==> src/rtl/hsv_window_blob_centroid_core_assert.svh <==
// Assertion helpers for the blob centroid core.
`ifndef HSV_WINDOW_BLOB_CENTROID_CORE_ASSERT_SVH
`define HSV_WINDOW_BLOB_CENTROID_CORE_ASSERT_SVH

// Clocked check, muted while reset is asserted.
`define HSVBC_ASSERT(label, clk, rst_n, prop, msg) \
  label: assert property (@(posedge clk) disable iff (!rst_n) prop) else $error(msg);

// Same check, with the usual clock and reset names.
`define HSVBC_CHECK(label, prop, msg) \
  `HSVBC_ASSERT(label, clk, rst_n, prop, msg)

`endif

==> src/rtl/hsvbc_pkg.sv <==
`default_nettype none

package hsvbc_pkg;

  localparam int MAX_COLS = 256;
  localparam int MAX_ROWS = 256;

  localparam int SUM_W   = 24;
  localparam int COUNT_W = 17;
  localparam int MINPX_W = 10;
  localparam int PADDR_W = 5;
  localparam int QUOT_W  = 8;

  localparam logic [7:0]         HUE_MAX_RST = 8'd255;
  localparam logic [7:0]         HUE_MIN_RST = 8'd0;
  localparam logic [7:0]         SAT_MAX_RST = 8'd255;
  localparam logic [7:0]         SAT_MIN_RST = 8'd0;
  localparam logic [7:0]         VAL_MAX_RST = 8'd255;
  localparam logic [7:0]         VAL_MIN_RST = 8'd225;
  localparam logic [MINPX_W-1:0] MINPX_RST   = 10'd13;

  typedef enum logic [2:0] {
    REG_HUE_MAX = 3'd0,
    REG_HUE_MIN = 3'd1,
    REG_SAT_MAX = 3'd2,
    REG_SAT_MIN = 3'd3,
    REG_VAL_MAX = 3'd4,
    REG_VAL_MIN = 3'd5,
    REG_MINPX   = 3'd6
  } reg_idx_t;

  typedef struct packed {
    logic [7:0] hue;
    logic [7:0] saturation;
    logic [7:0] brightness;
    logic [7:0] col;
    logic [7:0] row;
    logic       frame_end;
  } pix_t;

  typedef struct packed {
    logic               object_found;
    logic [7:0]         centroid_col;
    logic [7:0]         centroid_row;
    logic [COUNT_W-1:0] pixel_count;
  } res_t;

  typedef enum logic [3:0] {
    ST_RUN  = 4'b0001,
    ST_DIVC = 4'b0010,
    ST_DIVR = 4'b0100,
    ST_OUT  = 4'b1000
  } state_t;

endpackage

`default_nettype wire

==> src/rtl/hsv_window_blob_centroid_core.sv <==
// Pixels that are not the frame's last are taken one per cycle while no result is
// pending, and summed as they are taken. The frame's last pixel stalls the input: when
// an object is found the result follows two 8-step mean divisions on one shared
// compare/subtract unit and the result stage; when not, the result stage issues it.
// Synchronous active-low reset clears sums, count and handshake state and loads the
// default color window (value 225..255, any hue and saturation) and count threshold 13.
`default_nettype none

`include "hsv_window_blob_centroid_core_assert.svh"

module hsv_window_blob_centroid_core (
  input  wire logic                          clk,
  input  wire logic                          rst_n,
  input  wire logic                          in_valid,
  output logic                               in_stall,
  input  wire hsvbc_pkg::pix_t               in_data,
  output logic                               out_valid,
  input  wire logic                          out_stall,
  output hsvbc_pkg::res_t                    out_data,
  input  wire logic                          psel,
  input  wire logic                          penable,
  input  wire logic                          pwrite,
  input  wire logic [hsvbc_pkg::PADDR_W-1:0] paddr,
  input  wire logic [31:0]                   pwdata,
  output logic [31:0]                        prdata,
  output logic                               pready
);

  localparam int SW = hsvbc_pkg::SUM_W;
  localparam int CW = hsvbc_pkg::COUNT_W;
  localparam int QW = hsvbc_pkg::QUOT_W;

  // configuration
  logic [7:0] hue_max_r, hue_min_r, sat_max_r, sat_min_r, val_max_r, val_min_r;
  logic [hsvbc_pkg::MINPX_W-1:0] minpx_r;
  logic                          cfg_wr;
  hsvbc_pkg::reg_idx_t           cfg_idx;

  assign pready  = 1'b1;
  assign cfg_wr  = psel && penable && pwrite && pready;
  assign cfg_idx = hsvbc_pkg::reg_idx_t'(paddr[4:2]);

  always_ff @(posedge clk) begin
    if (!rst_n) begin
      hue_max_r <= hsvbc_pkg::HUE_MAX_RST;
      hue_min_r <= hsvbc_pkg::HUE_MIN_RST;
      sat_max_r <= hsvbc_pkg::SAT_MAX_RST;
      sat_min_r <= hsvbc_pkg::SAT_MIN_RST;
      val_max_r <= hsvbc_pkg::VAL_MAX_RST;
      val_min_r <= hsvbc_pkg::VAL_MIN_RST;
      minpx_r   <= hsvbc_pkg::MINPX_RST;
    end else if (cfg_wr) begin
      unique case (cfg_idx)
        hsvbc_pkg::REG_HUE_MAX: hue_max_r <= pwdata[7:0];
        hsvbc_pkg::REG_HUE_MIN: hue_min_r <= pwdata[7:0];
        hsvbc_pkg::REG_SAT_MAX: sat_max_r <= pwdata[7:0];
        hsvbc_pkg::REG_SAT_MIN: sat_min_r <= pwdata[7:0];
        hsvbc_pkg::REG_VAL_MAX: val_max_r <= pwdata[7:0];
        hsvbc_pkg::REG_VAL_MIN: val_min_r <= pwdata[7:0];
        hsvbc_pkg::REG_MINPX:   minpx_r   <= pwdata[hsvbc_pkg::MINPX_W-1:0];
        default: ;
      endcase
    end
  end

  always_comb begin
    unique case (cfg_idx)
      hsvbc_pkg::REG_HUE_MAX: prdata = {24'd0, hue_max_r};
      hsvbc_pkg::REG_HUE_MIN: prdata = {24'd0, hue_min_r};
      hsvbc_pkg::REG_SAT_MAX: prdata = {24'd0, sat_max_r};
      hsvbc_pkg::REG_SAT_MIN: prdata = {24'd0, sat_min_r};
      hsvbc_pkg::REG_VAL_MAX: prdata = {24'd0, val_max_r};
      hsvbc_pkg::REG_VAL_MIN: prdata = {24'd0, val_min_r};
      hsvbc_pkg::REG_MINPX:   prdata = {22'd0, minpx_r};
      default:                prdata = 32'd0;
    endcase
  end

  // pixel classification and saturating accumulation
  hsvbc_pkg::state_t state_r, state_nxt;
  logic [SW-1:0]     col_sum_r, col_sum_nxt, row_sum_r, row_sum_nxt;
  logic [CW-1:0]     cnt_r, cnt_nxt;
  logic              in_acc, marked;
  logic [SW:0]       col_add, row_add;
  logic [CW:0]       cnt_add;
  logic [SW-1:0]     col_upd, row_upd;
  logic [CW-1:0]     cnt_upd;

  assign in_stall = (state_r != hsvbc_pkg::ST_RUN);
  assign in_acc   = in_valid && !in_stall;

  assign marked = (in_data.hue >= hue_min_r) && (in_data.hue <= hue_max_r) &&
                  (in_data.saturation >= sat_min_r) && (in_data.saturation <= sat_max_r) &&
                  (in_data.brightness >= val_min_r) && (in_data.brightness <= val_max_r) &&
                  (32'(in_data.col) < hsvbc_pkg::MAX_COLS) &&
                  (32'(in_data.row) < hsvbc_pkg::MAX_ROWS);

  assign col_add = {1'b0, col_sum_r} + (SW+1)'(in_data.col);
  assign row_add = {1'b0, row_sum_r} + (SW+1)'(in_data.row);
  assign cnt_add = {1'b0, cnt_r} + (CW+1)'(1);
  assign col_upd = !marked ? col_sum_r : (col_add[SW] ? '1 : col_add[SW-1:0]);
  assign row_upd = !marked ? row_sum_r : (row_add[SW] ? '1 : row_add[SW-1:0]);
  assign cnt_upd = !marked ? cnt_r : (cnt_add[CW] ? '1 : cnt_add[CW-1:0]);

  // shared divider: restoring, one quotient bit per cycle, quotient always below 256
  logic [SW-1:0] rem_r, rem_nxt, dsh_r, dsh_nxt, row_hold_r, row_hold_nxt;
  logic [CW-1:0] cnt_hold_r, cnt_hold_nxt;
  logic [QW-1:0] q_r, q_nxt, qcol_r, qcol_nxt;
  logic [2:0]    step_r, step_nxt;
  logic          found_r, found_nxt;
  logic          ge;
  logic          out_valid_r, out_valid_nxt;
  hsvbc_pkg::res_t out_r, out_nxt;

  assign ge = (rem_r >= dsh_r);

  always_comb begin
    state_nxt     = state_r;
    col_sum_nxt   = col_sum_r;
    row_sum_nxt   = row_sum_r;
    cnt_nxt       = cnt_r;
    rem_nxt       = rem_r;
    dsh_nxt       = dsh_r;
    row_hold_nxt  = row_hold_r;
    cnt_hold_nxt  = cnt_hold_r;
    q_nxt         = q_r;
    qcol_nxt      = qcol_r;
    step_nxt      = step_r;
    found_nxt     = found_r;
    out_valid_nxt = out_valid_r && out_stall;
    out_nxt       = out_r;

    unique case (state_r) inside
      hsvbc_pkg::ST_RUN: begin
        if (in_acc) begin
          if (in_data.frame_end) begin
            // latch the frame totals and free the accumulators at once
            found_nxt    = (cnt_upd > CW'(minpx_r));
            cnt_hold_nxt = cnt_upd;
            rem_nxt      = col_upd;
            row_hold_nxt = row_upd;
            dsh_nxt      = {cnt_upd, 7'd0};
            step_nxt     = 3'd7;
            col_sum_nxt  = '0;
            row_sum_nxt  = '0;
            cnt_nxt      = '0;
            state_nxt    = (cnt_upd > CW'(minpx_r)) ? hsvbc_pkg::ST_DIVC
                                                    : hsvbc_pkg::ST_OUT;
          end else begin
            col_sum_nxt = col_upd;
            row_sum_nxt = row_upd;
            cnt_nxt     = cnt_upd;
          end
        end
      end
      hsvbc_pkg::ST_DIVC, hsvbc_pkg::ST_DIVR: begin
        q_nxt    = {q_r[QW-2:0], ge};
        rem_nxt  = ge ? (rem_r - dsh_r) : rem_r;
        dsh_nxt  = dsh_r >> 1;
        step_nxt = step_r - 3'd1;
        if (step_r == 3'd0) begin
          if (state_r == hsvbc_pkg::ST_DIVC) begin
            qcol_nxt  = {q_r[QW-2:0], ge};
            rem_nxt   = row_hold_r;
            dsh_nxt   = {cnt_hold_r, 7'd0};
            step_nxt  = 3'd7;
            state_nxt = hsvbc_pkg::ST_DIVR;
          end else begin
            state_nxt = hsvbc_pkg::ST_OUT;
          end
        end
      end
      hsvbc_pkg::ST_OUT: begin
        if (!out_valid_r || !out_stall) begin
          out_valid_nxt        = 1'b1;
          out_nxt.object_found = found_r;
          out_nxt.centroid_col = found_r ? qcol_r : '0;
          out_nxt.centroid_row = found_r ? q_r : '0;
          out_nxt.pixel_count  = cnt_hold_r;
          state_nxt            = hsvbc_pkg::ST_RUN;
        end
      end
      default: state_nxt = hsvbc_pkg::ST_RUN;
    endcase
  end

  always_ff @(posedge clk) begin
    if (!rst_n) begin
      state_r     <= hsvbc_pkg::ST_RUN;
      col_sum_r   <= '0;
      row_sum_r   <= '0;
      cnt_r       <= '0;
      step_r      <= '0;
      found_r     <= 1'b0;
      out_valid_r <= 1'b0;
    end else begin
      state_r     <= state_nxt;
      col_sum_r   <= col_sum_nxt;
      row_sum_r   <= row_sum_nxt;
      cnt_r       <= cnt_nxt;
      step_r      <= step_nxt;
      found_r     <= found_nxt;
      out_valid_r <= out_valid_nxt;
    end
  end

  always_ff @(posedge clk) begin
    rem_r      <= rem_nxt;
    dsh_r      <= dsh_nxt;
    row_hold_r <= row_hold_nxt;
    cnt_hold_r <= cnt_hold_nxt;
    q_r        <= q_nxt;
    qcol_r     <= qcol_nxt;
    out_r      <= out_nxt;
  end

  assign out_valid = out_valid_r;
  assign out_data  = out_r;

  // last beat of a frame always hands off to the divider or result stage
  `HSVBC_CHECK(a_last_leaves_run,
    in_valid && !in_stall && in_data.frame_end |=> state_r != hsvbc_pkg::ST_RUN,
    "frame end did not stop input")
  // a new result only comes out of the result stage
  `HSVBC_CHECK(a_out_from_stage,
    $rose(out_valid) |-> $past(state_r == hsvbc_pkg::ST_OUT),
    "result raised outside result stage")
  // quotient fits in 8 bits: remainder stays below twice the shifted divisor
  `HSVBC_CHECK(a_div_bound,
    (state_r == hsvbc_pkg::ST_DIVC || state_r == hsvbc_pkg::ST_DIVR) |->
      ({1'b0, rem_r} < {dsh_r, 1'b0}),
    "divider remainder out of range")
  `HSVBC_CHECK(a_div_col_to_row,
    state_r == hsvbc_pkg::ST_DIVC && step_r == 3'd0 |=> state_r == hsvbc_pkg::ST_DIVR,
    "column division did not hand off to row")
  `HSVBC_CHECK(a_not_found_zero,
    out_valid && !out_data.object_found |->
      out_data.centroid_col == 8'd0 && out_data.centroid_row == 8'd0,
    "centroid nonzero without object")

endmodule

`default_nettype wire

==> config.mk <==
export PLATFORM = sky130hd
export DESIGN_NAME = hsv_window_blob_centroid_core
export DESIGN_NICKNAME = d
export VERILOG_FILES = /design/src/rtl/hsvbc_pkg.sv /design/src/rtl/hsv_window_blob_centroid_core.sv
export VERILOG_INCLUDE_DIRS = /design/src /design/src/rtl
export SDC_FILE = /design/constraint.sdc
export NUM_CORES = 1
export LEC_CHECK = 0
export ABC_AREA = 1
export BUFFER_PORTS_ARGS = -buffer_cell sky130_fd_sc_hd__buf_2
export CORE_MARGIN = 3
export CORE_UTILIZATION = 50
export CTS_CLUSTER_DIAMETER = 80
export DETAILED_ROUTE_END_ITERATION = 12
export PLACE_DENSITY = 0.69
export REMOVE_ABC_BUFFERS = 1
export SYNTH_ARGS = -nofsm -noshare
export SYNTH_HDL_FRONTEND = slang
export SYNTH_SLANG_ARGS = --single-unit
==> constraint.sdc <==
create_clock -name clk -period 7.7 [get_ports clk]
set_input_delay 1.155 -clock clk [delete_from_list [all_inputs] [get_ports clk]]
set_output_delay 1.155 -clock clk [all_outputs]
set_load 0.01 [all_outputs]
==> results of run 1 <==
## cell families (layout without fill, tap and decap cells)
family | Yosys count | count (layout)
adders and majority gates | 104 | 104
buffers and inverters | 380 | 456
DFF | 271 | 271
AOI/OAI and AO/OA | 500 | 500
and+or+nand+nor | 870 | 870
xor gates and xnor gates | 47 | 47
other | 2 | 23
## registers in the layout, indices dropped and copies added, names as in the netlist, 8 cells and up
name        cells
cnt_hold_r     17
dsh_r          24
rem_r          24
val_min_r       8
minpx_r        10
cnt_r          17
out_data       34
hue_min_r       8
row_hold_r     24
qcol_r          8
hue_max_r       8
val_max_r       8
sat_min_r       8
q_r             8
row_sum_r      24
col_sum_r      24
sat_max_r       8
## worst max-delay path: stages
cell and delay [ns]:
buf_2 0.12, ha_1 0.31, nand2_1 0.08, nand3_1 0.08, nand2_1 0.06, nand2_1 0.05
nand2_1 0.07, nand2_1 0.15, nand3_1 0.18, nor2_4 0.08, nand3_4 0.12, clkinv_2 0.70
o21ai_1 0.50, inv_2 0.11, ha_1 0.33, nand2_1 0.10, nor2_1 0.05, nor2_1 0.10
nand4_1 0.10, a21oi_1 0.24, o211ai_1 0.16, nor2_2 0.19, nand2_1 0.07, nand2_1 0.06
a21oi_1 0.06
## area by class of cell
class / count / area (um2) / area share, %
clock buffers: 41 / 823.3 / 4.424
multi-input cells: 1544 / 8493 / 45.63
clock inverters: 15 / 256.5 / 1.378
inverters: 285 / 1071 / 5.755
flip-flops and latches: 271 / 6817 / 36.63
repair buffers: 115 / 598.1 / 3.213
well taps: 442 / 553.0 / 2.971
## metal layers
layer  routed length [um]  vias to the layer above  share of wire (%)  GRT usage [%]
met5                    0                        -                  0              0
met4                  926                        0                2.1          5.971
met3                 3190                       54                7.1          3.703
met2                20270                      508                 45          39.96
met1                20520                     6961                 46          34.49
li1                     -                     7426                  -              -
## cells in the mapped netlist, drive strengths merged, types with 5 or more instances
cell type  count  area share (%)
edfxtp       139              25
nor4           6            0.35
ha           101             7.5
o211ai        29             1.3
nand4         48             2.0
clkbuf        45             1.0
a211oi         6            0.27
o221ai         5            0.26
nor2         160             3.8
buf           50             2.1
o21ai        204             6.3
xor2          33             1.7
inv          284             6.3
xnor2         14            0.73
o22ai         25            0.93
nand3b         9            0.40
nand3         96             3.1
dfxtp        132              16
nand2        484              11
a31oi          7            0.26
or2           27             1.0
nor3          40             1.3
a21oi        194             5.9
a21o          14            0.63
## through the flow
step	hold WS, ns	setup WS, ns	area (um2)	instances
3_5_place_dp	0.4372	2.331	17530	2657
6_report	0.4476	2.872	18610	2713
2_1_floorplan	0.4208	1.891	16340	2100
3_3_place_gp	0.4345	2.431	17530	2657
4_1_cts	0.4509	2.925	18610	2713
5_1_grt	0.4749	2.536	18610	2713
## power groups by stage
stage / registers, mW / logic (mW) / clock network (mW)
after floorplan: 2.05 / 1.53 / 0
after global placement: 2.10 / 2.09 / 0
after detailed placement: 2.11 / 2.12 / 0
after CTS: 2.08 / 2.15 / 1.60
after global routing: 2.11 / 2.43 / 1.65
final: 2.09 / 2.16 / 1.57
## worst min-delay path by stage
stage                   start      endpoint  slack (ns)
6_report       cnt_hold_r[15]  out_data[15]        0.45
4_1_cts        cnt_hold_r[15]  out_data[15]        0.45
3_5_place_dp   cnt_hold_r[15]  out_data[15]        0.44
2_1_floorplan  cnt_hold_r[10]  out_data[10]        0.42
3_3_place_gp   cnt_hold_r[13]  out_data[13]        0.43
5_1_grt         cnt_hold_r[4]   out_data[4]        0.47
==> metrics.csv, run 1 <==
stage,metric,value,unit
floorplanning,overall die width,189.2,um
yosys,sequential area share after synthesis,40.60,%
floorplanning,core area,32780,um2
global_routing,GRT Total Usage,24.51,%
global_routing,first-pass GRT wire length,71760,um
cells_and_area,ratio of cells with drive above 1 in the final layout,11.01,%
timing,slew margin rel.,22.55,%
timing,Max Slew Vio Count,0,
clocking,clk slew on worst S/H paths,0.06,ns
critical_path,worst setup path end,state_r[1],
yosys,Mapped Cells,2174,
cells_and_area,final core occ,56.77,%
power,sequential share of power,35.9,%
power,Leak Pwr,8.156,nW
cells_and_area,Fillers,3055,
cells_and_area,"commonest non-fill, non-tap cell in the layout",nand2_1,
timing,Worst Tran Pin Value,1.159,ns
critical_path,end of the worst register-to-register path,state_r[1],
yosys,complex-gate fraction of the synthesized area,16.57,%
floorplanning,die area,35810,um2
clocking,Max clock buf depth,3,
yosys,"Top FF cell, synth",edfxtp_1,
critical_path,critical setup path kind,input pin to flop,
floorplanning,number of I/O pins,154,
min_path,Min-Delay Path Depth,0,
detailed_routing,Vias,14950,
yosys,"share of synthesized cell area in and, or, nand and nor gates",22.95,%
power,switching share of power,38.46,%
cells_and_area,Area growth syn-to-layout,10.86,%
cells_and_area,Layout Nets,2436,
power,Pwr Total,5.817,mW
floorplanning,Initial Util,51.21,%
yosys,synthesized area per cell,7.722,um2
global_routing,initial antenna violation count,0,
power,P_sw,2.237,mW
clocking,Setup Buffers After CTS,0,
power,Clk pwr share,27.0,%
global_routing,vias in the first global route,13770,
timing,Final Setup Violations,0,
clocking,Post-CTS Resized,0,
critical_path,critical path arrival,5.23,ns
yosys,Netlist cell types,57,
placement,DP Wirelength,32550,um
yosys,largest family of logic cells by synthesized area,simple AND/OR/NAND/NOR gates,
timing,setup tns final,0,ns
clocking,"Hold-fix buffers, CTS",0,
min_path,Hold Path Class,flop to flop,
detailed_routing,Vias/cell,5.510,
timing,Clock Skews,0.01444,ns
yosys,Synth Register Bits,271,
detailed_routing,final wirelength,44900,um
timing,RSZ-0062 raised after global routing,false,
power,peak supply drop,0.2237,mV
yosys,Post-Synth Adder-Cell Area,7.885,%
clocking,Clock Tree Root,clkbuf_16,
clocking,cts bufs inserted,30,
clocking,Max H-tree Level,1,
yosys,number of enable flip-flop cells after synthesis,139,
clocking,TritonCTS clock tree,built,
critical_path,slack of the worst reg-to-reg path,3.20,ns
detailed_routing,post-route ant nets,0,
detailed_routing,WL per Instance,16.55,um
critical_path,startpoint types,input pin,
placement,I/O Buffers,106,
job,# Max-Cap Violations,0,
critical_path,Critical path origin,in_data[34],
timing,Fmax,207.1,MHz
timing,Period minus WS final,4.828,ns
detailed_routing,drt drc,0,
critical_path,Worst setup EP type,flop,
clocking,CTS sink count,271,
timing,period utilisation layout,62.70,%
yosys,Post-Synth XOR/XNOR Area,2.452,%
yosys,mux contribution to synthesized area,0,%
floorplanning,Row Count,66,
outcome,outcome,finished clean,
detailed_routing,drt initial violations,1179,
clocking,clk_lat worst skew,0.56,ns
critical_path,crit path max fanout,70,
cells_and_area,Antenna Cells,0,
timing,Fin. Hold Viols,0,
global_routing,largest net degree at the start of global routing,71,
critical_path,required time worst endpoint,8.11,ns
power,Cell Pwr Density,312.5,nW/um2
cells_and_area,"commonest cells after routing, fill and taps aside","nand2_1 (474), inv_1 (265), a21oi_1 (190)",
yosys,Post-synth ARST share,0,%
yosys,synthesized cell area,16790,um2
detailed_routing,drt pass-1 iters,7,
placement,routability cong.,0.9416,
floorplanning,Chip Height,189.2,um
global_routing,grt total ovfl,0,
yosys,Yosys warnings,0,
power,internal power,3.580,mW
critical_path,reg2reg path depth,25,
power,Comb pwr share,37.1,%
critical_path,RR Startpoint,hue_max_r[3],
No activity file was read; power rests on OpenSTA's default activity.
==> run 2: changes to the inputs <==
clock period = 5 ns   (was 7.7 ns; I/O delays follow)
==> metrics.csv, run 2 (synthesis results as in run 1) <==
stage,metric,value,unit
clocking,clk_lat worst skew,0.55,ns
critical_path,critical setup path kind,flop to flop,
power,Pwr Total,9.024,mW
critical_path,Top delay family on crit path,simple AND/OR/NAND/NOR gates,
critical_path,crit path max fanout,14,
timing,RSZ-0062 raised after global routing,false,
placement,Inst Count DP,2662,
clocking,clk slew on worst S/H paths,0.06,ns
critical_path,slowest CP cell,dfxtp_1,
critical_path,required time worst endpoint,5.45,ns
clocking,Clock Tree Root,clkbuf_16,
placement,I/O Buffers,106,
clocking,Max clock buf depth,3,
timing,Max Slew Vio Count,0,
critical_path,startpoint types,flop,
critical_path,critical path arrival,4.43,ns
cells_and_area,Antenna Cells,0,
global_routing,GRT Total Usage,24.60,%
power,peak supply drop,0.3422,mV
clocking,"Hold-fix buffers, CTS",0,
timing,Worst Hold Margin,0.4454,ns
detailed_routing,final wirelength,45250,um
global_routing,first-pass GRT wire length,72080,um
timing,period utilisation layout,79.58,%
min_path,Hold Path Class,flop to flop,
floorplanning,core area,32780,um2
cells_and_area,Fillers,3074,
cells_and_area,number of flip-flops in the largest register,34,
clocking,CTS sink count,271,
floorplanning,Initial Util,51.21,%
critical_path,"most used cell, CP",nand2_1,
detailed_routing,post-route ant nets,0,
floorplanning,overall die width,189.2,um
clocking,cts bufs inserted,31,
critical_path,Worst setup EP type,flop,
power,Cell Pwr Density,482.9,nW/um2
timing,setup tns final,0,ns
cells_and_area,final core occ,57.00,%
cells_and_area,"commonest non-fill, non-tap cell in the layout",nand2_1,
timing,Fin. Hold Viols,0,
timing,Fmax,251.3,MHz
detailed_routing,drt pass-1 iters,5,
clocking,TritonCTS clock tree,built,
detailed_routing,drt initial violations,1290,
timing,Final Setup Violations,0,
detailed_routing,Vias,15000,
floorplanning,number of I/O pins,154,
critical_path,Max stage delay on crit path,0.44,ns
timing,Period minus WS final,3.979,ns
outcome,outcome,finished clean,
floorplanning,Chip Height,189.2,um
cells_and_area,ratio of cells with drive above 1 in the final layout,11.64,%
timing,Worst Tran Pin Value,0.9287,ns
placement,DP Wirelength,32670,um
global_routing,vias in the first global route,13830,
detailed_routing,WL per Instance,16.64,um
cells_and_area,Post-Layout Cell Count,2719,
job,# Max-Cap Violations,0,
detailed_routing,Vias/cell,5.517,
cells_and_area,"commonest cells after routing, fill and taps aside","nand2_1 (474), inv_1 (265), a21oi_1 (190)",
timing,Clock Skews,0.01813,ns
timing,slew margin rel.,37.86,%
clocking,Post-CTS Resized,0,
clocking,Setup Buffers After CTS,0,
global_routing,largest net degree at the start of global routing,66,
floorplanning,die area,35810,um2
floorplanning,Row Count,66,
placement,routability cong.,0.9509,
global_routing,initial antenna violation count,2,
cells_and_area,Area growth syn-to-layout,11.31,%
cells_and_area,Layout Nets,2442,
detailed_routing,drt drc,0,
clocking,Max H-tree Level,1,
critical_path,WP buf/inv,5,
global_routing,grt total ovfl,0,
power,Leak Pwr,8.201,nW
==> run 2: cell type report <==
cell class	count	area, um2	area share, %
clock buffers	33	783.3	4.191
clock inverters	24	335.3	1.794
inverters	285	1071	5.731
multi-input cells	1544	8493	45.45
flip-flops and latches	271	6817	36.48
well taps	442	553.0	2.959
repair buffers	120	635.6	3.401
==> run 2: worst paths after layout <==
path                        from      endpoint  slack (ns)  cells past startpoint
setup / recovery    hue_min_r[3]       found_r        1.02                     27
hold / removal    cnt_hold_r[10]  out_data[10]        0.45                      0
setup reg to reg    hue_min_r[3]       found_r        1.02                     27
hold reg to reg   cnt_hold_r[10]  out_data[10]        0.45                      0
==> run 2: power by group <==
group | switching [mW] | internal (mW)
Clock | 0.968 | 1.51
Sequential | 0.260 | 2.95
Combinational | 2.28 | 1.05
Total | 3.51 | 5.52
==> run 2: per-layer routing <==
metal,part of all wire [%],track usage (%),vias to the layer above
li1,-,-,7457
met1,46,35.28,6956
met2,45,39.66,516
met3,6.5,2.740,71
met4,2.5,6.796,2
met5,0.029,0,-
==> run 2: through the flow <==
| stage | setup WS [ns] | cell area [um2] |
|---|---|---|
| 6_report | 1.021 | 18690 |
| 4_1_cts | 1.066 | 18690 |
| 2_1_floorplan | -0.8094 | 16340 |
| 5_1_grt | 0.7405 | 18690 |
| 3_3_place_gp | 0.6666 | 17570 |
| 3_5_place_dp | 0.5655 | 17570 |
==> run 2: worst reg2reg max path: stages (launching register included) <==
cell	delay, ns
dfxtp_1	0.44
inv_1	0.09
ha_1	0.31
nand2_1	0.06
inv_1	0.04
nand2_1	0.04
nand2_1	0.06
nand2_1	0.05
nand2_1	0.17
nand2_1	0.11
inv_1	0.10
nand3_4	0.29
nor2_2	0.25
nand2_1	0.09
xnor2_1	0.15
nor2_1	0.13
inv_2	0.08
ha_1	0.29
nand2_1	0.08
nor2_1	0.05
nand3b_1	0.09
nand4_1	0.10
a21oi_1	0.23
o211ai_1	0.16
nor2_2	0.18
nand3_2	0.11
nand2_1	0.08
inv_1	0.03
